**src/sv/hrlud_pkg.sv**
```systemverilog
`default_nettype none
// ----------------------------------------------------------------------------
// hrlud_pkg: shared types and constants of the request-line URL decoder
// Kind codes, controller/datapath command and status groups, store sizing.
// ----------------------------------------------------------------------------
package hrlud_pkg;

    localparam int URL_DEPTH  = 64;
    localparam int ADDR_W     = $clog2(URL_DEPTH);
    localparam int LEN_W      = $clog2(URL_DEPTH + 1);
    localparam int BROKEN_LEN = 9;

    localparam logic [7:0] CHAR_SPACE   = 8'h20;
    localparam logic [7:0] CHAR_NL      = 8'h0A;
    localparam logic [7:0] CHAR_PERCENT = 8'h25;
    localparam logic [7:0] CHAR_DOT     = 8'h2E;
    localparam logic [7:0] CHAR_QUEST   = 8'h3F;

    typedef enum logic [2:0] {
        KIND_METHOD  = 3'd0,
        KIND_URL     = 3'd1,
        KIND_VERSION = 3'd2,
        KIND_EMPTY   = 3'd3,
        KIND_EOL     = 3'd4
    } kind_t;

    typedef struct packed {
        logic  url_byte_en;
        logic  run_start;
        logic  rd_en;
        logic  load_pass;
        kind_t pass_kind;
        logic  load_run;
        logic  load_empty;
        logic  load_eol;
        logic  clear;
    } dp_cmd_t;

    typedef struct packed {
        logic out_free;
        logic run_empty;
        logic run_last;
    } dp_status_t;

endpackage
`default_nettype wire

```
**src/sv/hrlud_datapath.sv**
```systemverilog
`default_nettype none
// ----------------------------------------------------------------------------
// hrlud_datapath: percent decoder, URL store and result register
// Decodes URL bytes into the store, tracks dot and question mark flags,
// and drives the output item register under controller command.
// ----------------------------------------------------------------------------
module hrlud_datapath (
    input  wire logic                aclk,
    input  wire logic                aresetn,
    input  wire hrlud_pkg::dp_cmd_t  cmd,
    output hrlud_pkg::dp_status_t    status,
    input  wire logic [7:0]          in_byte,
    output logic                     m_valid,
    input  wire logic                m_ready,
    output logic [2:0]               m_kind,
    output logic [7:0]               m_out_byte,
    output logic                     m_last_of_url,
    output logic                     m_broken,
    output logic                     m_overflow
);
    import hrlud_pkg::*;

    typedef enum logic [1:0] {
        ESC_NONE  = 2'd0,
        ESC_FIRST = 2'd1,
        ESC_SECOND = 2'd2
    } esc_t;

    function automatic logic [4:0] hex_decode(input logic [7:0] c);
        logic [4:0] r;
        r = 5'd0;
        if (c >= 8'h30 && c <= 8'h39) begin
            r = {1'b1, 4'(c - 8'h30)};
        end else if (c >= 8'h61 && c <= 8'h66) begin
            r = {1'b1, 4'(c - 8'h57)};
        end else if (c >= 8'h41 && c <= 8'h46) begin
            r = {1'b1, 4'(c - 8'h37)};
        end
        return r;
    endfunction

    function automatic logic [7:0] broken_char(input logic [3:0] i);
        logic [7:0] r;
        unique case (i)
            4'd0:    r = 8'h62;
            4'd1:    r = 8'h72;
            4'd2:    r = 8'h6F;
            4'd3:    r = 8'h6B;
            4'd4:    r = 8'h65;
            4'd5:    r = 8'h6E;
            4'd6:    r = 8'h55;
            4'd7:    r = 8'h52;
            4'd8:    r = 8'h4C;
            default: r = 8'h00;
        endcase
        return r;
    endfunction

    logic [7:0]       url_store [URL_DEPTH];
    logic [7:0]       rd_data_reg;

    esc_t             esc_reg, esc_next;
    logic [3:0]       nib_reg, nib_next;
    logic [LEN_W-1:0] len_reg, len_next;
    logic             qseen_reg, qseen_next;
    logic [LEN_W-1:0] qidx_reg, qidx_next;
    logic             dot_reg, dot_next;
    logic             dotdot_reg, dotdot_next;
    logic             ovf_reg, ovf_next;
    logic [LEN_W-1:0] run_len_reg, run_len_next;
    logic [LEN_W-1:0] run_idx_reg, run_idx_next;

    logic             out_valid_reg, out_valid_next;
    logic [2:0]       kind_reg, kind_next;
    logic [7:0]       byte_reg, byte_next;
    logic             last_reg, last_next;
    logic             broken_reg, broken_next;
    logic             ovfo_reg, ovfo_next;

    logic             append;
    logic [7:0]       dec_byte;
    logic             wr_en;
    logic [4:0]       hex;
    logic [LEN_W-1:0] cut_len;

    assign hex = hex_decode(in_byte);
    assign cut_len = qseen_reg ? qidx_reg : len_reg;

    always_comb begin
        esc_next     = esc_reg;
        nib_next     = nib_reg;
        len_next     = len_reg;
        qseen_next   = qseen_reg;
        qidx_next    = qidx_reg;
        dot_next     = dot_reg;
        dotdot_next  = dotdot_reg;
        ovf_next     = ovf_reg;
        run_len_next = run_len_reg;
        run_idx_next = run_idx_reg;
        append       = 1'b0;
        dec_byte     = in_byte;
        wr_en        = 1'b0;

        if (cmd.url_byte_en) begin
            unique case (esc_reg)
                ESC_NONE: begin
                    if (in_byte == CHAR_PERCENT) begin
                        esc_next = ESC_FIRST;
                        nib_next = 4'd0;
                    end else begin
                        append = 1'b1;
                    end
                end
                ESC_FIRST: begin
                    nib_next = hex[4] ? hex[3:0] : 4'd0;
                    esc_next = ESC_SECOND;
                end
                default: begin
                    dec_byte = {nib_reg, hex[4] ? hex[3:0] : nib_reg};
                    append   = 1'b1;
                    esc_next = ESC_NONE;
                    nib_next = 4'd0;
                end
            endcase
        end

        if (append) begin
            if (dec_byte == CHAR_DOT) begin
                if (dot_reg) begin
                    dotdot_next = 1'b1;
                end
                dot_next = 1'b1;
            end else begin
                dot_next = 1'b0;
            end
            if (dec_byte == CHAR_QUEST && !qseen_reg) begin
                qseen_next = 1'b1;
                qidx_next  = len_reg;
            end
            if (len_reg < LEN_W'(URL_DEPTH)) begin
                wr_en    = 1'b1;
                len_next = len_reg + LEN_W'(1);
            end else begin
                ovf_next = 1'b1;
            end
        end

        if (cmd.run_start) begin
            esc_next     = ESC_NONE;
            nib_next     = 4'd0;
            run_len_next = dotdot_reg ? LEN_W'(BROKEN_LEN) : cut_len;
            run_idx_next = '0;
        end

        if (cmd.load_run) begin
            run_idx_next = run_idx_reg + LEN_W'(1);
        end

        if (cmd.clear) begin
            esc_next    = ESC_NONE;
            nib_next    = 4'd0;
            len_next    = '0;
            qseen_next  = 1'b0;
            qidx_next   = '0;
            dot_next    = 1'b0;
            dotdot_next = 1'b0;
            ovf_next    = 1'b0;
        end
    end

    assign status.out_free  = !out_valid_reg || m_ready;
    assign status.run_empty = (run_len_reg == '0);
    assign status.run_last  = ((run_idx_reg + LEN_W'(1)) == run_len_reg);

    always_comb begin
        out_valid_next = out_valid_reg && !m_ready;
        kind_next      = kind_reg;
        byte_next      = byte_reg;
        last_next      = last_reg;
        broken_next    = broken_reg;
        ovfo_next      = ovfo_reg;
        if (cmd.load_pass) begin
            out_valid_next = 1'b1;
            kind_next      = cmd.pass_kind;
            byte_next      = in_byte;
            last_next      = 1'b0;
            broken_next    = 1'b0;
            ovfo_next      = 1'b0;
        end else if (cmd.load_run) begin
            out_valid_next = 1'b1;
            kind_next      = KIND_URL;
            byte_next      = dotdot_reg ? broken_char(run_idx_reg[3:0]) : rd_data_reg;
            last_next      = status.run_last;
            broken_next    = dotdot_reg;
            ovfo_next      = ovf_reg;
        end else if (cmd.load_empty) begin
            out_valid_next = 1'b1;
            kind_next      = KIND_EMPTY;
            byte_next      = 8'd0;
            last_next      = 1'b1;
            broken_next    = 1'b0;
            ovfo_next      = ovf_reg;
        end else if (cmd.load_eol) begin
            out_valid_next = 1'b1;
            kind_next      = KIND_EOL;
            byte_next      = 8'd0;
            last_next      = 1'b0;
            broken_next    = 1'b0;
            ovfo_next      = 1'b0;
        end
    end

    always_ff @(posedge aclk) begin
        if (wr_en) begin
            url_store[len_reg[ADDR_W-1:0]] <= dec_byte;
        end
        if (cmd.rd_en) begin
            rd_data_reg <= url_store[run_idx_reg[ADDR_W-1:0]];
        end
    end

    always_ff @(posedge aclk) begin
        if (!aresetn) begin
            esc_reg       <= ESC_NONE;
            nib_reg       <= 4'd0;
            len_reg       <= '0;
            qseen_reg     <= 1'b0;
            qidx_reg      <= '0;
            dot_reg       <= 1'b0;
            dotdot_reg    <= 1'b0;
            ovf_reg       <= 1'b0;
            run_len_reg   <= '0;
            run_idx_reg   <= '0;
            out_valid_reg <= 1'b0;
        end else begin
            esc_reg       <= esc_next;
            nib_reg       <= nib_next;
            len_reg       <= len_next;
            qseen_reg     <= qseen_next;
            qidx_reg      <= qidx_next;
            dot_reg       <= dot_next;
            dotdot_reg    <= dotdot_next;
            ovf_reg       <= ovf_next;
            run_len_reg   <= run_len_next;
            run_idx_reg   <= run_idx_next;
            out_valid_reg <= out_valid_next;
        end
    end

    always_ff @(posedge aclk) begin
        kind_reg   <= kind_next;
        byte_reg   <= byte_next;
        last_reg   <= last_next;
        broken_reg <= broken_next;
        ovfo_reg   <= ovfo_next;
    end

    assign m_valid       = out_valid_reg;
    assign m_kind        = kind_reg;
    assign m_out_byte    = byte_reg;
    assign m_last_of_url = last_reg;
    assign m_broken      = broken_reg;
    assign m_overflow    = ovfo_reg;

endmodule
`default_nettype wire

```
**src/sv/hrlud_ctrl.sv**
```systemverilog
`default_nettype none
// ----------------------------------------------------------------------------
// hrlud_ctrl: request-line phase controller
// Tracks method, URL and version phases and sequences the URL run.
// ----------------------------------------------------------------------------
module hrlud_ctrl (
    input  wire logic                   aclk,
    input  wire logic                   aresetn,
    input  wire logic                   s_valid,
    output logic                        s_ready,
    input  wire logic [7:0]             in_byte,
    output hrlud_pkg::dp_cmd_t          cmd,
    input  wire hrlud_pkg::dp_status_t  status
);
    import hrlud_pkg::*;

    typedef enum logic [2:0] {
        ST_METHOD  = 3'd0,
        ST_URL     = 3'd1,
        ST_VERSION = 3'd2,
        ST_RUN_RD  = 3'd3,
        ST_RUN_OUT = 3'd4
    } state_t;

    state_t state_reg, state_next;
    logic   fire;

    always_comb begin
        unique case (state_reg)
            ST_METHOD, ST_VERSION: s_ready = status.out_free;
            ST_URL:                s_ready = 1'b1;
            default:               s_ready = 1'b0;
        endcase
    end

    assign fire = s_valid && s_ready;

    always_comb begin
        state_next = state_reg;
        cmd        = '0;
        cmd.pass_kind = KIND_METHOD;
        unique case (state_reg)
            ST_METHOD: begin
                if (fire) begin
                    if (in_byte == CHAR_SPACE) begin
                        state_next = ST_URL;
                    end else begin
                        cmd.load_pass = 1'b1;
                    end
                end
            end
            ST_URL: begin
                if (fire) begin
                    if (in_byte == CHAR_SPACE) begin
                        cmd.run_start = 1'b1;
                        state_next    = ST_RUN_RD;
                    end else begin
                        cmd.url_byte_en = 1'b1;
                    end
                end
            end
            ST_RUN_RD: begin
                cmd.rd_en  = 1'b1;
                state_next = ST_RUN_OUT;
            end
            ST_RUN_OUT: begin
                if (status.out_free) begin
                    if (status.run_empty) begin
                        cmd.load_empty = 1'b1;
                        state_next     = ST_VERSION;
                    end else begin
                        cmd.load_run = 1'b1;
                        state_next   = status.run_last ? ST_VERSION : ST_RUN_RD;
                    end
                end
            end
            default: begin
                cmd.pass_kind = KIND_VERSION;
                if (fire) begin
                    if (in_byte == CHAR_NL) begin
                        cmd.load_eol = 1'b1;
                        cmd.clear    = 1'b1;
                        state_next   = ST_METHOD;
                    end else begin
                        cmd.load_pass = 1'b1;
                    end
                end
            end
        endcase
    end

    always_ff @(posedge aclk) begin
        if (!aresetn) begin
            state_reg <= ST_METHOD;
        end else begin
            state_reg <= state_next;
        end
    end

endmodule
`default_nettype wire

```
**src/sv/http_request_line_url_decoder_core.sv**
```systemverilog
`default_nettype none
// ----------------------------------------------------------------------------
// http_request_line_url_decoder_core: request-line splitter with URL decoding
// Passes method and version bytes, percent-decodes the URL into a store and
// emits it as one run at the second space (up to any ?, or brokenURL after ..).
//
//   channel | ports                                   | role
//   s_      | s_valid s_ready s_in_byte               | raw request bytes
//   m_      | m_valid m_ready m_kind m_out_byte       | result items
//           | m_last_of_url m_broken m_overflow       |
//
// Method, URL and version bytes are taken while the output register drains.
// Each URL run item is a store read, then an output load that waits for a
// free output; an empty path gives one item. Input is held off meanwhile.
// Reset is synchronous, active low; the store needs no clearing pass.
// A stalled output blocks method and version bytes but not URL bytes.
// ----------------------------------------------------------------------------
module http_request_line_url_decoder_core (
    input  wire logic       aclk,
    input  wire logic       aresetn,
    input  wire logic       s_valid,
    output logic            s_ready,
    input  wire logic [7:0] s_in_byte,
    output logic            m_valid,
    input  wire logic       m_ready,
    output logic [2:0]      m_kind,
    output logic [7:0]      m_out_byte,
    output logic            m_last_of_url,
    output logic            m_broken,
    output logic            m_overflow
);
    import hrlud_pkg::*;

    dp_cmd_t    cmd;
    dp_status_t status;

    hrlud_ctrl u_ctrl (
        .aclk    (aclk),
        .aresetn (aresetn),
        .s_valid (s_valid),
        .s_ready (s_ready),
        .in_byte (s_in_byte),
        .cmd     (cmd),
        .status  (status)
    );

    hrlud_datapath u_datapath (
        .aclk          (aclk),
        .aresetn       (aresetn),
        .cmd           (cmd),
        .status        (status),
        .in_byte       (s_in_byte),
        .m_valid       (m_valid),
        .m_ready       (m_ready),
        .m_kind        (m_kind),
        .m_out_byte    (m_out_byte),
        .m_last_of_url (m_last_of_url),
        .m_broken      (m_broken),
        .m_overflow    (m_overflow)
    );

endmodule
`default_nettype wire
```
**config.mk**
```make
export PLATFORM = sky130hd
export DESIGN_NAME = http_request_line_url_decoder_core
export DESIGN_NICKNAME = d
export VERILOG_FILES = /design/src/sv/hrlud_pkg.sv /design/src/sv/hrlud_datapath.sv /design/src/sv/hrlud_ctrl.sv /design/src/sv/http_request_line_url_decoder_core.sv
export SDC_FILE = /design/constraint.sdc
export NUM_CORES = 1
export LEC_CHECK = 0
export BUFFER_PORTS_ARGS = -buffer_cell sky130_fd_sc_hd__buf_2
export CELL_PAD_IN_SITES_DETAIL_PLACEMENT = 1
export CELL_PAD_IN_SITES_GLOBAL_PLACEMENT = 1
export CORE_MARGIN = 5
export CORE_UTILIZATION = 30
export CTS_BUF_LIST = sky130_fd_sc_hd__clkbuf_2 sky130_fd_sc_hd__clkbuf_4 sky130_fd_sc_hd__clkbuf_8
export CTS_CLUSTER_DIAMETER = 30
export DETAILED_ROUTE_END_ITERATION = 8
export PLACE_DENSITY_LB_ADDON = 0.1
export SETUP_SLACK_MARGIN = 0.15
export SLEW_MARGIN = 5
export SYNTH_ARGS = -nofsm -noshare
export SYNTH_HDL_FRONTEND = slang
export SYNTH_SLANG_ARGS = --single-unit
```
**constraint.sdc**
```tcl
create_clock -name aclk -period 3.6 [get_ports aclk]
set_input_delay 0.54 -clock aclk [delete_from_list [all_inputs] [get_ports aclk]]
set_output_delay 0.54 -clock aclk [all_outputs]
set_load 0.03 [all_outputs]
```
# ---- Word-level counts from Yosys, hierarchy flattened
# Memories as Yosys holds them, arrays and structs flattened. A register that Yosys moved wholly into a read port is not among the register bits.
# Cells that the tools add are included.
# Widths: inputs -> output; s select.
dict set report classes {
  reduce_logical 30
  bitwise_logic 2
  muxes 73
  magnitude_cmp 7
  addsub 5
  n_eq_ne 17
}
# operator count
set op_table {}
lappend op_table {{$mux 8} 7}
lappend op_table {{$mux 3} 12}
lappend op_table {{$eq 8x6->1 const B} 4}
lappend op_table {{$mux 7} 4}
lappend op_table {{$mux 1} 27}
lappend op_table {{$mux 4} 5}
lappend op_table {{$mux 2} 9}
lappend op_table {{$ge 8x7->1 const B} 2}
lappend op_table {{$le 8x7->1 const B} 2}
lappend op_table {{$mux 5} 3}
lappend op_table {{$add 7x1->7 const B} 2}
lappend op_table {{$ne 2x1->1 const B} 6}
lappend op_table {{$pmux 3 s4} 1}
lappend op_table {{$eq 8x4->1 const B} 1}
lappend op_table {{$ge 8x6->1 const B} 1}
lappend op_table {{$le 8x6->1 const B} 1}
lappend op_table {{$pmux 4 s2} 1}
lappend op_table {{$reduce_and 2->1} 4}
lappend op_table {{$sub 4x3->4 const B} 2}
lappend op_table {{$eq 7x7->1} 1}
lappend op_table {{$logic_not 7->1} 1}
lappend op_table {{$lt 7x7->1 const B} 1}
lappend op_table {{$reduce_and 7->1} 1}
lappend op_table {{$eq 3x2->1 const B} 2}
lappend op_table {{20 further kinds} 34}
dict set report word_totals {
  out_inout_bits 16
  reg_bits 56
  romBits 112
  mem_count 2
  mem_bits_rw 512
  elab_cells 153
}
# memory words width rd rd_ports_with_merged_regs write_ports line_no
set mem_list {}
lappend mem_list {u_datapath.url_store 64 8 1 1 1 hrlud_datapath.sv:59} ;# logic [7:0] url_store [URL_DEPTH];
lappend mem_list {{(no name shown)} 16 7 1 1 0 hrlud_datapath.sv:44} ;# unique case (i)

# ---- Longest topological paths before layout
dict set report depth {
  word_depth 11
  ltp_mapped 11
}

# ---- By module
# From an unflattened synthesis, not the netlist that was laid out.
dict set report hier_totals {
  cells_unflattened 1261
  hier_area_um2 23602.6
}
# module n_inst area_per_inst_um2 seq_area_each_um2 cells_per_inst
set by_module_without_submodules {}
lappend by_module_without_submodules {hrlud_datapath 1 23184.7 16926.2 1203}
lappend by_module_without_submodules {hrlud_ctrl 1 417.9 60.1 58}

# ---- Worst setup path after synthesis
# Ideal clock, no wire load.
dict set report synth_path {
  path_type {input to register}
  startpoint {in s_in_byte[0]}
  endpoint {reg u_datapath.qidx_reg[3]}
  setup_time_ps 72
  slack_ps -317
  stages 11
  arrival_time_ps 3846
  n_path_buf 3
  path_cell_list {clkbuf_1 > inv_1 > ha_1 > or4b_4 > o211ai_2 > buf_4 > or4b_2 > nand3_1 > and4_1 > buf_6 > mux2i_1}
}
dict set report synth_between {
  elab_chain_cells 11
  word_cells_on_any_way 34
  cone_classes {add/sub (3); order compare (6); eq/ne (4); mux (15); reduce/logical (6)}
}
# element line_no
set synth_rtl {}
lappend synth_rtl {{start: declaration} http_request_line_url_decoder_core.sv:23} ;# input wire logic [7:0] s_in_byte,
lappend synth_rtl {{$ge 8x7->1 or $le 8x7->1 (tied branches)} hrlud_datapath.sv:36} ;# end else if (c >= 8'h41 && c <= 8'h46) begin
lappend synth_rtl {{$logic_and 1x1->1} hrlud_datapath.sv:36}
lappend synth_rtl {{$mux 5} hrlud_datapath.sv:36}
lappend synth_rtl {{$mux 5} hrlud_datapath.sv:34} ;# end else if (c >= 8'h61 && c <= 8'h66) begin
lappend synth_rtl {{$mux 5} hrlud_datapath.sv:32} ;# if (c >= 8'h30 && c <= 8'h39) begin
lappend synth_rtl {{$mux 4} hrlud_datapath.sv:119} ;# dec_byte = {nib_reg, hex[4] ? hex[3:0] : nib_reg};
lappend synth_rtl {{$mux 8} hrlud_datapath.sv:105} ;# unique case (esc_reg)
lappend synth_rtl {{$mux 8 (*)} hrlud_datapath.sv:104} ;# if (cmd.url_byte_en) begin
lappend synth_rtl {{named net u_datapath.dec_byte[1]} hrlud_datapath.sv:81} ;# logic [7:0] dec_byte;
lappend synth_rtl {{$eq 8x6->1 (*)} hrlud_datapath.sv:136} ;# if (dec_byte == CHAR_QUEST && !qseen_reg) begin
lappend synth_rtl {{$logic_and 1x1->1 (*)} hrlud_datapath.sv:136}
lappend synth_rtl {{$reduce_and 2->1 (no line) (*)} --}
lappend synth_rtl {{end signal: assignment} hrlud_datapath.sv:240} ;# qidx_reg <= qidx_next;
lappend synth_rtl {{end: declaration} hrlud_datapath.sv:66} ;# logic [LEN_W-1:0] qidx_reg, qidx_next;
# Mark *: on every way through the listed nets, which the timed path passes. The rest lies on a longest branch.
# A chain may end at the register's enable or synchronous reset.

==> results by group <==
Outcome
  • Status: complete, no violations

Final layout
  • Layout cells sized above 1: 37.2%
  • Fill cells: 7808
  • Area Overhead vs Synth: 22.9%
  • Nets: between 1k and 1.5k
  • Final instance area: 29100 um2
  • Number of flip-flops under the largest register name: approximately 510

STA
  • Worst slew margin: between 20% and 30%
  • Tmin final: between 3 and 4 ns
  • Final hold viol count: 0
  • Worst slew pin tran: roughly 1.1 ns
  • Fin Setup TNS: 0 ns
  • Tcrit/Tclk final: a little under 90%
  • Worst Hold Slack: roughly 0.17 ns
  • RSZ-0062 raised after global routing: false
  • F_max: between 300 and 400 MHz
  • Setup violators final: 0
  • Clock Skews: just under 0.04 ns
  • Slew Limit Fails: 0

Synthesis
  • Synth cell types: 77
  • Post-synth EDFFs: roughly 530
  • Post-synthesis register bit count: ~580
  • Area leader, netlist: edfxtp_1
  • Main synth FF type: edfxtp_1
  • Ys async rst share: 0%
  • Share of the synthesized area in the top cell type: 67.4%
  • Synth Net Count: 1269
  • Yosys Warn Count: 0
  • Synth area leaders: edfxtp_1 (67%), mux4_2 (16%), dfxtp_1 (4.4%), nor2_1 (1.8%), mux2i_1 (1.0%)
  • Synth Instances: ~1.3k
  • Seq/Total Area, Yosys: between 70% and 80%
  • Syn Area/Cell: between 15 and 20 um2
  • Mapped Area: 23700 um2

GRT
  • Vias in the first global route: ~14k
  • Largest net degree at the start of global routing: 66
  • Top Usage Layer GRT: met2
  • Met2 usage: approximately a quarter
  • First-pass GRT wire length: approximately 95000 um
  • GR Util met3: about 3.7%
  • Antenna violations before repair: 3
  • Gr usage total: between 15 and 20%
  • GR Util met1: approximately a fifth
  • Grt total ovfl: 0

Power and ir drop
  • Internal power: around 13000 uW
  • Combinational Power Share: roughly 1.5%
  • Clock Power Share: around 53%
  • P_sw: 3410 uW
  • Pleak: between 0.009 and 0.01 uW
  • Sw frac: around a fifth
  • PD cells: about 560 nW/um2
  • Peak VDD IR: roughly 250 uV
  • Reg power frac: between 40% and 50%

Setup path
  • Maximum fanout along the worst path: 28
  • CP Class: register to register
  • Crit path arrival time: approximately 3.6 ns
  • CP endpoint kind: register
  • Endpoint required time on the critical path: 4.07 ns
  • Startpoint class of the critical path: register

Detailed routing
  • Via count: 12.6k
  • Post-route DRC: 0
  • Vias/cell: between 4 and 5
  • DR pass1 iterations: 5
  • DRT Wirelength: about 64000 um
  • WL/cell: between 20 and 25 um
  • Antenna viol nets, final: 0
  • DRT iter0 DRCs: 779

CTS
  • Post-cts sizing count: 0
  • Htree depth: 4
  • Hold_buf cts: 0
  • TritonCTS buffer count: between 100 and 150
  • Setup bufs post-CTS: 0
  • CTS clk-pin slew, worst paths: about 0.050 ns
  • Clk sinks: 583
  • CTS tree: built
  • Clk_lat worst skew: 0.76 ns
  • Root buffer cell: clkbuf_8
  • Clock Tree Buf Depth: 3

Floorplan
  • Die height: just under 300 um
  • Rows: ~100
  • DIE AREA: between 80000 and 90000 um2
  • Total core area: around 80000 um2
  • Initial Utilization: around 30%
  • IO Pins: 28
  • Die Width: 291 um

Place
  • Gp weighted congestion: ~0.75
  • Post-DP HPWL: between 40000 and 50000 um
  • Area post-placement: roughly 26000 um2
  • Port buffer count: 27

Flow run
  • Max-cap violation count: 0

Worst hold path
  • Hold WC Path Type: input pin to register
## placed cells by master, fill, tap and decap left out, types with 4 or more instances in the layout
| cell | count |
|---|---|
| ha_1 | 7 |
| a31oi_1 | 4 |
| clkinv_1 | 24 |
| nand3_1 | 14 |
| mux2i_1 | 24 |
| and2_1 | 5 |
| buf_2 | 27 |
| nor3_1 | 18 |
| clkinv_2 | 29 |
| o21ai_0 | 20 |
| inv_6 | 6 |
| mux4_2 | 168 |
| buf_12 | 14 |
| xor2_1 | 4 |
| a22oi_1 | 5 |
| nor2_1 | 113 |
| a21oi_1 | 31 |
| nor4b_1 | 4 |
| clkbuf_4 | 24 |
| nor4_1 | 4 |
| nand2b_1 | 4 |
| bufinv_16 | 19 |
| xnor2_1 | 11 |
| a22o_1 | 5 |
| inv_1 | 13 |
| or3_1 | 6 |
| clkinvlp_4 | 8 |
| nand2_1 | 50 |
| edfxtp_1 | 531 |
| clkbuf_8 | 147 |
| buf_4 | 107 |
| dfxtp_1 | 49 |
## power by group through the flow
stage / Sequential, uW / Clock [uW] / Combinational [uW]
2_1_floorplan: 7550 / 0 / 108
3_3_place_gp: 7530 / 0 / 254
3_5_place_dp: 7530 / 0 / 260
4_1_cts: 7400 / 8950 / 261
5_1_grt: 7390 / 9310 / 274
6_report: 7400 / 8650 / 249
## final timing paths
kind                                           startpoint                        end  slack (ns)  depth (start not counted)
worst max register to register  u_datapath.run_idx_reg[0]  u_datapath.rd_data_reg[7]        0.45                          4
worst min-delay path                         s_in_byte[5]   u_datapath.m_out_byte[5]        0.17                          3
worst max-delay path            u_datapath.run_idx_reg[0]  u_datapath.rd_data_reg[7]        0.45                          4
worst min register to register     u_datapath.qidx_reg[2]     u_datapath.qidx_reg[2]        0.46                          2
## layer usage
layer  up-vias  share of wire (%)
met3       100                4.1
li1       5595                  -
met5         -                  0
met1      6621                 45
met2       240                 49
met4         0                2.0
## cell usage after synthesis (3+ instances only)
| cell | number |
|---|---|
| or3b_2 | 3 |
| nor4b_1 | 4 |
| buf_2 | 13 |
| and2_1 | 5 |
| mux2i_1 | 24 |
| nand3_1 | 15 |
| nor4_1 | 4 |
| or3_1 | 7 |
| o21ai_0 | 20 |
| a21o_1 | 3 |
| nor2_1 | 114 |
| a31oi_1 | 4 |
| xor2_1 | 4 |
| dfxtp_1 | 52 |
| a22oi_1 | 5 |
| clkbuf_1 | 40 |
| mux4_2 | 168 |
| ha_1 | 7 |
| buf_4 | 3 |
| a21oi_1 | 31 |
| buf_1 | 14 |
| a211oi_1 | 3 |
| buf_6 | 3 |
| xnor2_1 | 11 |
| a22o_1 | 5 |
| o311ai_0 | 3 |
| nor3_1 | 18 |
| inv_1 | 14 |
| edfxtp_1 | 531 |
| nand2_1 | 53 |
| nand2b_1 | 4 |
## metrics by stage
step	cells	utilization (%)	power [uW]	setup WS [ns]
after detailed placement	2375	33.0	7790	0.193
after floorplan	1250	-	7660	0.252
after CTS	2634	37.0	16600	0.350
after global routing	2635	37.0	17000	0.317
after global placement	2375	33.0	7790	0.283
final	2636	37.0	16300	0.450
## worst max-delay path, stage by stage, from the launching register on
cell	delay [ns]
dfxtp_4	0.81
buf_12	0.32
mux4_2	0.59
mux4_2	0.56
mux4_2	0.49
## layout make-up
cell class                      instances  area (um2)  area share [%]
Inverter                               16        60.1           0.207
Timing Repair Buffer                  148        1220            4.19
Clock buffer                          171        2200            7.58
Multi-Input combinational cell        578        6320            21.8
Tap cell                             1050        1310            4.52
Antenna cell                            2        5.00          0.0172
Clock inverter                         88         953            3.28
Sequential cell                       583       17000            58.5
## logic make-up (layout without fill, tap and decap cells)
logic type | count (synthesis) | after routing | synth area share, %
flops | 583 | 583 | 71.8
simple gates | 251 | 251 | 5.06
mux | 194 | 194 | 17.1
compound gates | 111 | 111 | 3.49
buf+inv | 89 | 423 | 1.62
xor+xnor | 15 | 15 | 0.555
fa+ha+maj | 7 | 7 | 0.370
other cells | 0 | 2 | 0
(Power assumes the default switching activity.)
